--- src/hdl/rqt_pkg.sv ---
// ============================================================================
// rqt_pkg
// Shared types and constants for the retransmit queue timer.
// ============================================================================
`default_nettype none

package rqt_pkg;

    localparam int CNT_W  = 25;   // slot countdown
    localparam int END_W  = 24;   // count * interval
    localparam int IVL_W  = 16;   // resend interval
    localparam int REF_W  = 16;
    localparam int LEN_W  = 16;
    localparam int RCNT_W = 8;    // resend count register
    localparam int DLY_W  = 16;   // first delay register
    localparam int ACT_W  = 2;
    localparam int CFG_IDX_W  = 2;
    localparam int CFG_DATA_W = 16;
    localparam int OCC_OUT_W  = 4;
    localparam int IN_TDATA_W  = 32;
    localparam int OUT_TDATA_W = 40;
    localparam int OUT_TUSER_W = 3;

    // action codes
    localparam logic [ACT_W-1:0] ACT_TICK = 2'd0;
    localparam logic [ACT_W-1:0] ACT_ENQ  = 2'd1;
    localparam logic [ACT_W-1:0] ACT_DROP = 2'd2;

    // register indexes
    localparam logic [CFG_IDX_W-1:0] REG_RESEND_COUNT    = 2'd0;
    localparam logic [CFG_IDX_W-1:0] REG_RESEND_INTERVAL = 2'd1;
    localparam logic [CFG_IDX_W-1:0] REG_FIRST_DELAY     = 2'd2;

    localparam logic [RCNT_W-1:0] RESEND_COUNT_RST    = 8'd2;
    localparam logic [IVL_W-1:0]  RESEND_INTERVAL_RST = 16'd1000;
    localparam logic [DLY_W-1:0]  FIRST_DELAY_RST     = 16'd0;

    typedef enum logic [2:0] {
        OP_HOLD,
        OP_TICK,
        OP_LOAD,
        OP_SHIFT,
        OP_CLEAR
    } cell_op_t;

    typedef struct packed {
        logic [CNT_W-1:0] cnt;
        logic [END_W-1:0] end_cnt;
        logic [IVL_W-1:0] ivl;
        logic [IVL_W-1:0] phase;    // ticks left to next send once inside the window
        logic [REF_W-1:0] pkt_ref;
        logic [LEN_W-1:0] pkt_len;
    } entry_t;

    typedef struct packed {
        cell_op_t op;
        entry_t   load;
    } cell_ctl_t;

endpackage : rqt_pkg

`default_nettype wire

--- src/hdl/rqt_cell.sv ---
// ============================================================================
// rqt_cell
// One queue slot. Load, shift (take the neighbor's entry) and clear; the head
// cell also runs the countdown and send phase on a tick.
// ============================================================================
`default_nettype none

module rqt_cell
    import rqt_pkg::*;
#(
    parameter bit HEAD = 1'b0
)
(
    input  wire logic      clk,
    input  wire logic      rst_n,
    input  wire cell_ctl_t ctl,
    input  wire logic      load_en,
    input  wire entry_t    nbr,      // entry of the next cell up
    output entry_t         entry
);

    logic [CNT_W-1:0] cnt_reg, cnt_next;
    entry_t           pay_reg, pay_next;   // cnt field unused here

    always_comb
    begin
        cnt_next = cnt_reg;
        pay_next = pay_reg;
        case (ctl.op)
            OP_TICK:
            begin
                if (HEAD && cnt_reg != '0)
                begin
                    cnt_next = cnt_reg - CNT_W'(1);
                    // inside the send window: step the phase
                    if ({1'b0, pay_reg.end_cnt} >= cnt_reg)
                    begin
                        if (pay_reg.phase == '0)
                            pay_next.phase = pay_reg.ivl - IVL_W'(1);
                        else
                            pay_next.phase = pay_reg.phase - IVL_W'(1);
                    end
                end
            end
            OP_LOAD:
            begin
                if (load_en)
                begin
                    cnt_next = ctl.load.cnt;
                    pay_next = ctl.load;
                end
            end
            OP_SHIFT:
            begin
                cnt_next = nbr.cnt;
                pay_next = nbr;
            end
            OP_CLEAR:
            begin
                cnt_next = '0;
            end
            default:
            begin
                cnt_next = cnt_reg;
            end
        endcase
    end

    always_ff @(posedge clk or negedge rst_n)
    begin
        if (!rst_n)
            cnt_reg <= '0;
        else
            cnt_reg <= cnt_next;
    end

    always_ff @(posedge clk)
    begin
        pay_reg <= pay_next;
    end

    always_comb
    begin
        entry     = pay_reg;
        entry.cnt = cnt_reg;
    end

endmodule : rqt_cell

`default_nettype wire

--- src/hdl/retransmit_queue_timer.sv ---
// ============================================================================
// retransmit_queue_timer
// Queue of pending packets with a per-packet retransmission countdown.
// ============================================================================
// Usage:
//   s_* : one beat per item. s_tuser = action (tick, enqueue, drop head);
//         s_tdata = packet reference and length (enqueue only).
//   m_* : one beat per item: send flag, give-up flag, drop flag in m_tuser,
//         send reference, length and occupancy in m_tdata.
//   cfg_* : register writes (resend count, interval, first delay); always
//         ready, take effect for packets enqueued afterward.
// Path: an input beat is captured, the multiply stage forms count * interval,
//   and the cell update step then writes the result register. Only one item
//   is in the update path, so no new beat is taken until the last one's
//   update is done.
// Storage is a row of SLOTS cells; a drop shifts each cell into its lower
//   neighbor, a tick works on the head cell only, and a give-up clears all
//   countdowns at once. Occupied cells always form a prefix, so the
//   fill count picks the enqueue cell.
// Reset: all countdowns zero (queue empty), registers to 2 / 1000 / 0.
// Stall: a finished result sits in the output register; the next input beat
//   is still taken, and its update waits until that result is taken.
// ============================================================================
`default_nettype none

module retransmit_queue_timer
    import rqt_pkg::*;
#(
    parameter int SLOTS = 10
)
(
    input  wire logic                   clk,
    input  wire logic                   rst_n,
    // input stream
    input  wire logic                   s_tvalid,
    output logic                        s_tready,
    input  wire logic [IN_TDATA_W-1:0]  s_tdata,   // [15:0] packet_ref, [31:16] packet_len
    input  wire logic [ACT_W-1:0]       s_tuser,   // [1:0] action
    // result stream
    output logic                        m_tvalid,
    input  wire logic                   m_tready,
    output logic [OUT_TDATA_W-1:0]      m_tdata,   // [15:0] send_ref, [31:16] send_len,
                                                   // [35:32] occupancy, [39:36] zero
    output logic [OUT_TUSER_W-1:0]      m_tuser,   // [0] send_valid, [1] gave_up,
                                                   // [2] enqueue_dropped
    // configuration writes
    input  wire logic                   cfg_valid,
    output logic                        cfg_ready,
    input  wire logic [CFG_IDX_W-1:0]   cfg_index,
    input  wire logic [CFG_DATA_W-1:0]  cfg_data
);

    localparam int OCC_W = $clog2(SLOTS);
    localparam logic [OCC_W-1:0] OCC_FULL = OCC_W'(SLOTS - 1);

    typedef enum logic [1:0] {
        S_IDLE,
        S_MUL,
        S_EXEC
    } state_t;

    state_t                   state_reg;
    logic [ACT_W-1:0]         act_reg;
    logic [REF_W-1:0]         ref_reg;
    logic [LEN_W-1:0]         len_reg;
    logic [END_W-1:0]         prod_reg;
    logic [IVL_W-1:0]         prod_ivl_reg;
    logic [OCC_W-1:0]         occ_reg, occ_next;
    logic                     m_tvalid_reg;
    logic [OUT_TDATA_W-1:0]   m_tdata_reg, m_tdata_next;
    logic [OUT_TUSER_W-1:0]   m_tuser_reg, m_tuser_next;

    logic [RCNT_W-1:0]        rcnt_reg;
    logic [IVL_W-1:0]         ivl_reg;
    logic [DLY_W-1:0]         dly_reg;

    cell_ctl_t                ctl;
    entry_t                   cell_q [SLOTS];
    entry_t                   head;
    logic                     fire;
    logic [CNT_W-1:0]         total;
    logic                     send, gave_up, dropped;
    logic [OCC_W+OCC_OUT_W-1:0] occ_ext;

    assign s_tready  = (state_reg == S_IDLE);
    assign cfg_ready = 1'b1;
    assign m_tvalid  = m_tvalid_reg;
    assign m_tdata   = m_tdata_reg;
    assign m_tuser   = m_tuser_reg;

    // configuration registers
    always_ff @(posedge clk or negedge rst_n)
    begin
        if (!rst_n)
        begin
            rcnt_reg <= RESEND_COUNT_RST;
            ivl_reg  <= RESEND_INTERVAL_RST;
            dly_reg  <= FIRST_DELAY_RST;
        end
        else if (cfg_valid)
        begin
            case (cfg_index)
                REG_RESEND_COUNT:    rcnt_reg <= cfg_data[RCNT_W-1:0];
                REG_RESEND_INTERVAL: ivl_reg  <= cfg_data;
                REG_FIRST_DELAY:     dly_reg  <= cfg_data;
                default:             ;
            endcase
        end
    end

    // --- cell row ------------------------------------------------------------
    generate
        for (genvar i = 0; i < SLOTS; i++)
        begin : g_cell
            entry_t nbr;
            logic   load_en;
            if (i == SLOTS - 1)
            begin : g_top
                assign nbr = '0;
            end
            else
            begin : g_mid
                assign nbr = cell_q[i+1];
            end
            assign load_en = (occ_reg == OCC_W'(i));

            rqt_cell #(
                .HEAD (i == 0)
            ) u_cell (
                .clk     (clk),
                .rst_n   (rst_n),
                .ctl     (ctl),
                .load_en (load_en),
                .nbr     (nbr),
                .entry   (cell_q[i])
            );
        end
    endgenerate

    assign head = cell_q[0];

    // --- update step -----------------------------------------------------------
    assign fire  = (state_reg == S_EXEC) && (!m_tvalid_reg || m_tready);
    assign total = {1'b0, prod_reg} + CNT_W'(dly_reg);

    always_comb
    begin
        ctl.op             = OP_HOLD;
        ctl.load.cnt       = total;
        ctl.load.end_cnt   = prod_reg;
        ctl.load.ivl       = prod_ivl_reg;
        ctl.load.phase     = '0;
        ctl.load.pkt_ref   = ref_reg;
        ctl.load.pkt_len   = len_reg;
        send     = 1'b0;
        gave_up  = 1'b0;
        dropped  = 1'b0;
        occ_next = occ_reg;
        case (act_reg)
            ACT_TICK:
            begin
                if (head.cnt != '0)
                begin
                    // send when inside the window and on a phase boundary
                    send = ({1'b0, head.end_cnt} >= head.cnt) && (head.phase == '0);
                    if (head.cnt == CNT_W'(1))
                    begin
                        ctl.op   = OP_CLEAR;
                        gave_up  = 1'b1;
                        occ_next = '0;
                    end
                    else
                    begin
                        ctl.op = OP_TICK;
                    end
                end
            end
            ACT_ENQ:
            begin
                if (occ_reg == OCC_FULL)
                    dropped = 1'b1;
                else if (total != '0)
                begin
                    ctl.op   = OP_LOAD;
                    occ_next = occ_reg + OCC_W'(1);
                end
            end
            ACT_DROP:
            begin
                ctl.op = OP_SHIFT;
                if (occ_reg != '0)
                    occ_next = occ_reg - OCC_W'(1);
            end
            default:
            begin
                ctl.op = OP_HOLD;
            end
        endcase
        if (!fire)
        begin
            ctl.op   = OP_HOLD;
            occ_next = occ_reg;
        end
    end

    assign occ_ext = {{OCC_OUT_W{1'b0}}, occ_next};

    always_comb
    begin
        m_tdata_next = '0;
        m_tdata_next[REF_W-1:0]           = send ? head.pkt_ref : '0;
        m_tdata_next[REF_W+LEN_W-1:REF_W] = send ? head.pkt_len : '0;
        m_tdata_next[REF_W+LEN_W+OCC_OUT_W-1:REF_W+LEN_W] = occ_ext[OCC_OUT_W-1:0];
        m_tuser_next = {dropped, gave_up, send};
    end

    // --- control: state, occupancy, result valid flag -------------------------
    always_ff @(posedge clk or negedge rst_n)
    begin
        if (!rst_n)
        begin
            state_reg    <= S_IDLE;
            occ_reg      <= '0;
            m_tvalid_reg <= 1'b0;
        end
        else
        begin
            if (fire)
                m_tvalid_reg <= 1'b1;
            else if (m_tvalid_reg && m_tready)
                m_tvalid_reg <= 1'b0;
            case (state_reg)
                S_IDLE:
                begin
                    if (s_tvalid)
                        state_reg <= S_MUL;
                end
                S_MUL:
                begin
                    state_reg <= S_EXEC;
                end
                S_EXEC:
                begin
                    if (fire)
                    begin
                        state_reg <= S_IDLE;
                        occ_reg   <= occ_next;
                    end
                end
                default:
                begin
                    state_reg <= S_IDLE;
                end
            endcase
        end
    end

    // payload registers
    always_ff @(posedge clk)
    begin
        if (s_tready && s_tvalid)
        begin
            act_reg <= s_tuser;
            ref_reg <= s_tdata[REF_W-1:0];
            len_reg <= s_tdata[REF_W+LEN_W-1:REF_W];
        end
        if (state_reg == S_MUL)
        begin
            prod_reg     <= END_W'(rcnt_reg) * END_W'(ivl_reg);
            prod_ivl_reg <= ivl_reg;
        end
        if (fire)
        begin
            m_tdata_reg <= m_tdata_next;
            m_tuser_reg <= m_tuser_next;
        end
    end

endmodule : retransmit_queue_timer

`default_nettype wire

--- config.mk ---
export PLATFORM = sky130hd
export DESIGN_NAME = retransmit_queue_timer
export DESIGN_NICKNAME = d
export VERILOG_FILES = /design/src/hdl/rqt_pkg.sv /design/src/hdl/rqt_cell.sv /design/src/hdl/retransmit_queue_timer.sv
export SDC_FILE = /design/constraint.sdc
export NUM_CORES = 2
export LEC_CHECK = 0
export ABC_AREA = 0
export ABC_CLOCK_PERIOD_IN_PS = 15500
export BUFFER_PORTS_ARGS = -buffer_cell sky130_fd_sc_hd__buf_2
export CAP_MARGIN = 25
export CORE_ASPECT_RATIO = 1.5
export CORE_MARGIN = 3
export CORE_UTILIZATION = 45
export DETAILED_ROUTE_END_ITERATION = 7
export PLACE_DENSITY = 0.72
export SLEW_MARGIN = 20
export SYNTH_ARGS = -nofsm -noshare
export SYNTH_HDL_FRONTEND = slang
export SYNTH_SLANG_ARGS = --single-unit
--- constraint.sdc ---
create_clock -name clk -period 15.5 [get_ports clk]
set_input_delay 1.55 -clock clk [delete_from_list [all_inputs] [get_ports clk]]
set_output_delay 1.55 -clock clk [all_outputs]
set_load 0.02 [all_outputs]
# After elaboration in Yosys (flattened, before gate mapping)
# Cells that the tools add are included.
[classes] multipliers=1 add_sub_neg=6 n_mux=67 order_cmp=1 n_reduce_logical=48 n_eq_ne=34
[ops] op="one-hot mux 88 bit (2 select lines)" n=9
[ops] op="2-to-1 mux 88 bit" n=10
[ops] op="one-hot mux 25 bit (3 select lines)" n=8
[ops] op="2-to-1 mux 25 bit" n=11
[ops] op="one-hot mux 25 bit (4 select lines)" n=1
[ops] op="one-hot mux 40 bit (2 select lines)" n=1
[ops] op="one-hot mux 32 bit (2 select lines)" n=1
[ops] op="one-hot mux 25 bit (2 select lines)" n=1
[ops] op="AND reduction 2 bit" n=25
[ops] op="nonzero test 25 bit" n=2
[ops] op="2-to-1 mux 16 bit" n=3
[ops] op="one-hot mux 16 bit (3 select lines)" n=1
[ops] op="subtractor 16 x 1 -> 16 bit (second input constant)" n=2
[ops] op="inequality test 2 bit (second input constant)" n=14
[ops] op="adder 24 x 16 -> 25 bit" n=1
[ops] op="equality test 25 x 1 -> 1 bit (second input constant)" n=1
[ops] op="greater-or-equal comparator 24 x 25 -> 1 bit" n=1
[ops] op="subtractor 25 x 1 -> 25 bit (second input constant)" n=1
[ops] op="multiplier 8 x 16 -> 24 bit" n=1
[ops] op="2-to-1 mux 4 bit" n=5
[ops] op="equality test 4 x 3 -> 1 bit (second input constant)" n=4
[ops] op="logical NOT 16 bit" n=1
[ops] op="one-hot mux 4 bit (3 select lines)" n=1
[ops] op="2-to-1 mux 3 bit" n=3
[ops] op="other kinds (25)" n=49
[totals] ff_bits=1290 out_inout_bits=46

# Depth between registers and ports, before layout
[depth] word_depth=10 depth_mapped=20 ltp_nobuf=20

# Modules after synthesis
# Synthesis repeated with hierarchy kept, for this count alone.
[unflattened] cells_unflattened=4714 area_unflattened_um2=65833.1
[by_module_without_submodules] module="rqt_cell at g_cell[1].u_cell ..." seq_area_each_um2=3268.1 area_each_um2=5217.5 cells_per_inst=332 n_inst=9
[by_module_without_submodules] module="retransmit_queue_timer" seq_area_each_um2=4578.1 area_each_um2=11946.5 cells_per_inst=1097 n_inst=1
[by_module_without_submodules] module="rqt_cell at g_cell[0].u_cell" seq_area_each_um2=3268.1 area_each_um2=6929.1 cells_per_inst=629 n_inst=1

# Worst setup path after synthesis
# Ideal clock, no wire load.
[synth_timing] path_kind="input-to-reg" start="in m_tready" end="reg g_cell[0].u_cell.pay_reg, in the netlist g_cell[0].u_cell.entry[0], enable pin" stages=4 path_slack_ns=7.879 arrival_time_ns=7.019 path_cell_list="nand2b_1 nand2b_1 clkbuf_1 o21ai_0"
[synth_via] elab_chain_cells=6 elab_cells_between_ends=8 cone_classes="eq/ne: 3; mux: 1; reduce/logical: 4"
[synth_lines] element="from (decl)" line="retransmit_queue_timer.sv:41" rtl="input wire logic m_tready,"
[synth_lines] element="logical OR 1 bit *" line="retransmit_queue_timer.sv:143" rtl="assign fire = (state_reg == S_EXEC) && (!m_tvalid_reg || m_tready);"
[synth_lines] element="logical AND 1 bit *" line="retransmit_queue_timer.sv:143"
[synth_lines] element="2-to-1 mux 3 bit *" line="retransmit_queue_timer.sv:199" rtl="if (!fire)"
[synth_lines] element="equality test 3 x 2 -> 1 bit" line="rqt_cell.sv:29" rtl="case (ctl.op)"
[synth_lines] element="inequality test 2 bit (no line) / nonzero test 2 bit (equally long branches)"
[synth_lines] element="AND reduction 2 bit (no line) *"
[synth_lines] element="to (signal assigned)" line="rqt_cell.sv:79" rtl="pay_reg <= pay_next;"
[synth_lines] element="to (decl)" line="rqt_cell.sv:23" rtl="entry_t pay_reg, pay_next;"
# Every way passes the cells marked *; elsewhere a longest branch is shown, timed or not.
# A chain may end at the register's enable or synchronous reset.

# Worst setup path in the final report
[layout_timing] start="reg dly_reg[1]" end="reg g_cell[6].u_cell.pay_reg, in the netlist g_cell[6].u_cell.entry[70], enable pin"
[layout_via] elab_chain_cells=9 elab_cells_between_ends=11 cone_classes="add/sub: 1; eq/ne: 3; mux: 4; reduce/logical: 3"
[layout_lines] element="from (decl)" line="retransmit_queue_timer.sv:75" rtl="logic [DLY_W-1:0] dly_reg;"
[layout_lines] element="from (signal assigned)" line="retransmit_queue_timer.sv:105" rtl="REG_FIRST_DELAY: dly_reg <= cfg_data;"
[layout_lines] element="adder 24 x 16 -> 25 bit *" line="retransmit_queue_timer.sv:144" rtl="assign total = {1'b0, prod_reg} + CNT_W'(dly_reg);"
[layout_lines] element="nonzero test 25 bit *" line="retransmit_queue_timer.sv:182" rtl="else if (total != '0)"
[layout_lines] element="2-to-1 mux 2 bit *" line="retransmit_queue_timer.sv:182"
[layout_lines] element="2-to-1 mux 2 bit *" line="retransmit_queue_timer.sv:180" rtl="if (occ_reg == OCC_FULL)"
[layout_lines] element="one-hot mux 3 bit (3 select lines) *" line="retransmit_queue_timer.sv:159" rtl="case (act_reg)"
[layout_lines] element="2-to-1 mux 3 bit *" line="retransmit_queue_timer.sv:199"
[layout_lines] element="equality test 3 x 2 -> 1 bit" line="rqt_cell.sv:29"
[layout_lines] element="inequality test 2 bit (no line) / nonzero test 2 bit (equally long branches)"
[layout_lines] element="AND reduction 2 bit (no line) *"
[layout_lines] element="to (signal assigned)" line="rqt_cell.sv:79"
[layout_lines] element="to (decl)" line="rqt_cell.sv:23"
# Marks and branches as above.

==> metrics.md <==
| Metric | Value |
|---|---|
| Post-synthesis register bit count | 1146 |
| Antenna violations before repair | 1 |
| CTS H-Tree Depth | 3 |
| Levels on crit path | 12 |
| Cell Rows | 150 |
| Setup Slack @ Placement | 9.34 ns |
| Critical Path AT | 5.93 ns |
| Count of pins over their slew limit | 0 |
| CTS resizes | 0 |
| Mapped Cells | 3982 |
| Initial Utilization | 45.6% |
| Port bufs | 97 |
| Post-synth cell types | 85 |
| Worst min-delay path class | reg2reg |
| Delay-heaviest family, CP | compound AO/OA/AOI/OAI gates |
| MaxCap Viol Count | 0 |
| Compound-Gate Fraction of Synth Area | 17.4% |
| Most used DFF post-synth | edfxtp_1 |
| Hold Path Origin | g_cell[4].u_cell.cnt_reg[16] |
| Clock sink total | 1146 |
| Worst-Skew Late Latency | 0.72 ns |
| Endpoints failing setup | 0 |
| Switching power total | 3.89 mW |
| P_leak | 23.9 nW |
| Footprint of the multi-input gates | 0.0168 mm² |
| Top post-synthesis cells by area | edfxtp_1 (50%), dfrtp_1 (14%), a21o_1 (9.9%) |
| CP Buf/Inv Count | 2 |
| CTS Buf Count | 102 |
| Core ar. | 0.112 mm² |
| Post-CTS Setup Bufs | 0 |
| Final global-route overflow total | 0 |
| Non-filler cells, final | 5482 |
| Post-route DRC | 0 |
| Final Hold Vio Count | 0 |
| Sequential cell area | 0.0329 mm² |
| Critical Path Max Stage Delay | 0.83 ns |
| Worst hold path endpoint | g_cell[4].u_cell.cnt_reg[16] |
| Ports | 103 |
| Mapped Area | 0.0511 mm² |
| P&R area growth vs syn | 10.5% |
| Tot GR Track Use | 18.8% |
| Vias in the first global route | 31400 |
| Unrepaired setup endpoints after global routing | false |
| Detailed Route Iter0 Violations | 2578 |
| Async S/R FF share, synth | 25.9% |
| Mean Syn Cell Area | 12.8 µm² |
| Critical R2R Launch | dly_reg[1] |
| Final WL | 109000 µm |
| CP Max Fanout | 49 |
| Clk buf depth | 3 |
| Top cell type by total area after synthesis | edfxtp_1 |
| Final Power | 11.1 mW |
| Via density per instance | 5.63 |
| Final net count | 4184 |
| Synthesis Warnings | 0 |
| Share of layout cells above drive strength 1 | 9.86% |
| Power Dens Cells | 196 mW/mm² |
| Least-Margin Pin Slew | 1.11 ns |
| Routed vias | 30800 |
| CTS Hold Bufs | 0 |
| Startpoint Class | register |
| # fillers | 9305 |
| Post-synthesis mux area share | 0.965% |
| Clock Pin Slew Worst Setup and Hold Paths | 0.06 ns |
| Die H | 419 µm |
| Clock Tree Root | clkbuf_16 |
| Die area | 0.118 mm² |
| Slowest cell on the critical path | a21oi_4 |
| Simple-gate area share of the yosys netlist | 7.66% |
| Post-route clock skew | 0.0354 ns |
| Largest family of logic cells by synthesized area | compound AO/OA/AOI/OAI gates |
| Period minus WS final | 5.60 ns |
| Comb pwr share | 35.4% |
| F_max | 179 MHz |
| Worst Reg-to-Reg Cells | 12 |
| Post-synth EDFFs | 849 |
| Critical path endpoint category | register |
| Largest net degree at the start of global routing | 203 |
| Status | complete, no violations |
| Chip Width | 281 µm |
| Worst flop-to-flop path endpoint | g_cell[6].u_cell.entry[70] |
| Slew headroom | 26.1% |
| Wire per inst | 19.9 µm |
| Int Pwr | 7.17 mW |
| Antenna-violating nets left | 0 |
| Clk network pwr share | 23.6% |
| Synthesized-area fraction occupied by adder cells | 5.56% |
| CTS tree | done |
| Diode count | 0 |
| CP Cell Sequence | ha_1 -> a211o_1 -> a211o_1 -> a41oi_2 -> a31o_2 -> mux2_1 -> a211oi_1 -> o2111a_1 -> a21oi_4 -> buf_4 -> a21oi_4 -> buf_4 |
| Switching share of power | 35.2% |
| Global placement routability congestion | 0.906 |
| HPWL Detailed | 68200 µm |
| Setup TNS | 0 ns |
| XOR/XNOR Fraction of Synth Area | 0.754% |
| Synth top area share | 49.9% |
| Seq/Total Area, Yosys | 64.5% |
| DP Cell Count | 5286 |
| Worst Hold Depth | 1 |
| VDD IR max | 0.000299 V |
| Global-route wire length before repair | 176000 µm |
| Final worst setup slack | 9.90 ns |
| Worst endpoint required time | 15.83 ns |
| CP Class | reg2reg |
| Final worst-path cycle share | 36.1% |
| Synth top cells by count | edfxtp_1 (849), a21o_1 (672), a21oi_1 (371) |
| Max reg flops | 736 |
| R2R Setup Slk | 9.90 ns |
| Sequential share of power | 41.0% |
| TritonRoute pass-1 iters | 6 |
| Top-count cell post-synth | edfxtp_1 |
## power groups by stage
stage	combinational [mW]	clock, mW	sequential (mW)
2_1_floorplan	2.87	0	4.47
3_3_place_gp	3.82	0	4.58
4_1_cts	3.95	2.67	4.54
3_5_place_dp	3.93	0	4.59
6_report	3.92	2.61	4.54
5_1_grt	4.43	2.78	4.60
## through the flow
stage,utilization (%),hold slack [ns],cell area (µm²)
6_report,50.4,0.478,56500
2_1_floorplan,-,0.423,51100
5_1_grt,50.4,0.505,56500
4_1_cts,50.3,0.484,56400
3_3_place_gp,47.2,0.462,52900
3_5_place_dp,47.2,0.469,52900
## placed cells by master (no fill, tap or decap), types with 7 or more instances in the layout
cell type and n:
a211oi_1 21, a21o_1 672, a21oi_1 362, a21oi_4 9, a221oi_1 8, a31oi_1 15
and2_1 121, and3_1 14, buf_2 96, buf_4 38, bufinv_16 10, clkbuf_1 20
clkbuf_16 104, clkbuf_8 7, clkinv_1 15, clkinv_2 16, dfrtp_1 290, dfstp_2 7
edfxtp_1 849, fa_1 85, ha_1 91, inv_1 142, mux2_2 41, nand2_1 224
nand2b_1 11, nand3_1 22, nand4_1 7, nor2_1 199, nor2b_1 106, nor3_1 23
nor4_1 14, o211ai_1 8, o21a_1 15, o21ai_0 114, o21ai_1 40, or2_2 8
or3_1 11, xnor2_1 27, xor2_1 17
## worst register-to-register path: stages, from the launching register on
cell and delay [ns]:
dfrtp_1 0.39, ha_1 0.31, a211o_1 0.34, a211o_1 0.29, a41oi_2 0.34, a31o_2 0.27, mux2_1 0.33, a211oi_1 0.52
o2111a_1 0.39, a21oi_4 0.07, buf_4 0.34, a21oi_4 0.85, buf_4 0.76
## cell type report
cell class / instances / share of cell area (%)
Sequential cell: 1146 / 58.3
Multi-Input combinational cell: 2414 / 29.7
Tap cell: 1444 / 3.20
Clock buffer: 136 / 4.97
Timing Repair Buffer: 144 / 1.69
Inverter: 143 / 0.950
Clock inverter: 55 / 1.13
## routing by layer
metal  vias up  part of all wire, %  GRT usage, %
li1      14300                    -             -
met1     15600                   40          23.2
met2       739                   51          32.5
met3       264                  4.1          2.68
met4         0                  4.8          9.39
met5         -                    0             0
## logic make-up (layout without fill, tap and decap cells)
family                   after synthesis  count (layout)
multiplexers                          44              44
XOR/XNOR                              44              44
AO/OA/AOI/OAI                       1351            1351
other                                  2               5
AND/OR/NAND/NOR                      794             794
flip-flops                          1146            1146
buffers and inverters                425             478
adder cells (fa/ha/maj)              176             176
## how the worst max path moves through the flow
stage	end	slack [ns]	from
2_1_floorplan	g_cell[0].u_cell.entry[0]	7.88	m_tready
3_3_place_gp	g_cell[2].u_cell.entry[14]	9.41	m_tready
3_5_place_dp	g_cell[3].u_cell.entry[16]	9.34	m_tready
4_1_cts	g_cell[6].u_cell.entry[62]	9.85	dly_reg[1]
5_1_grt	prod_reg[23]	9.54	rcnt_reg[2]
6_report	g_cell[6].u_cell.entry[70]	9.90	dly_reg[1]
Power figures use the tool's default switching activity.
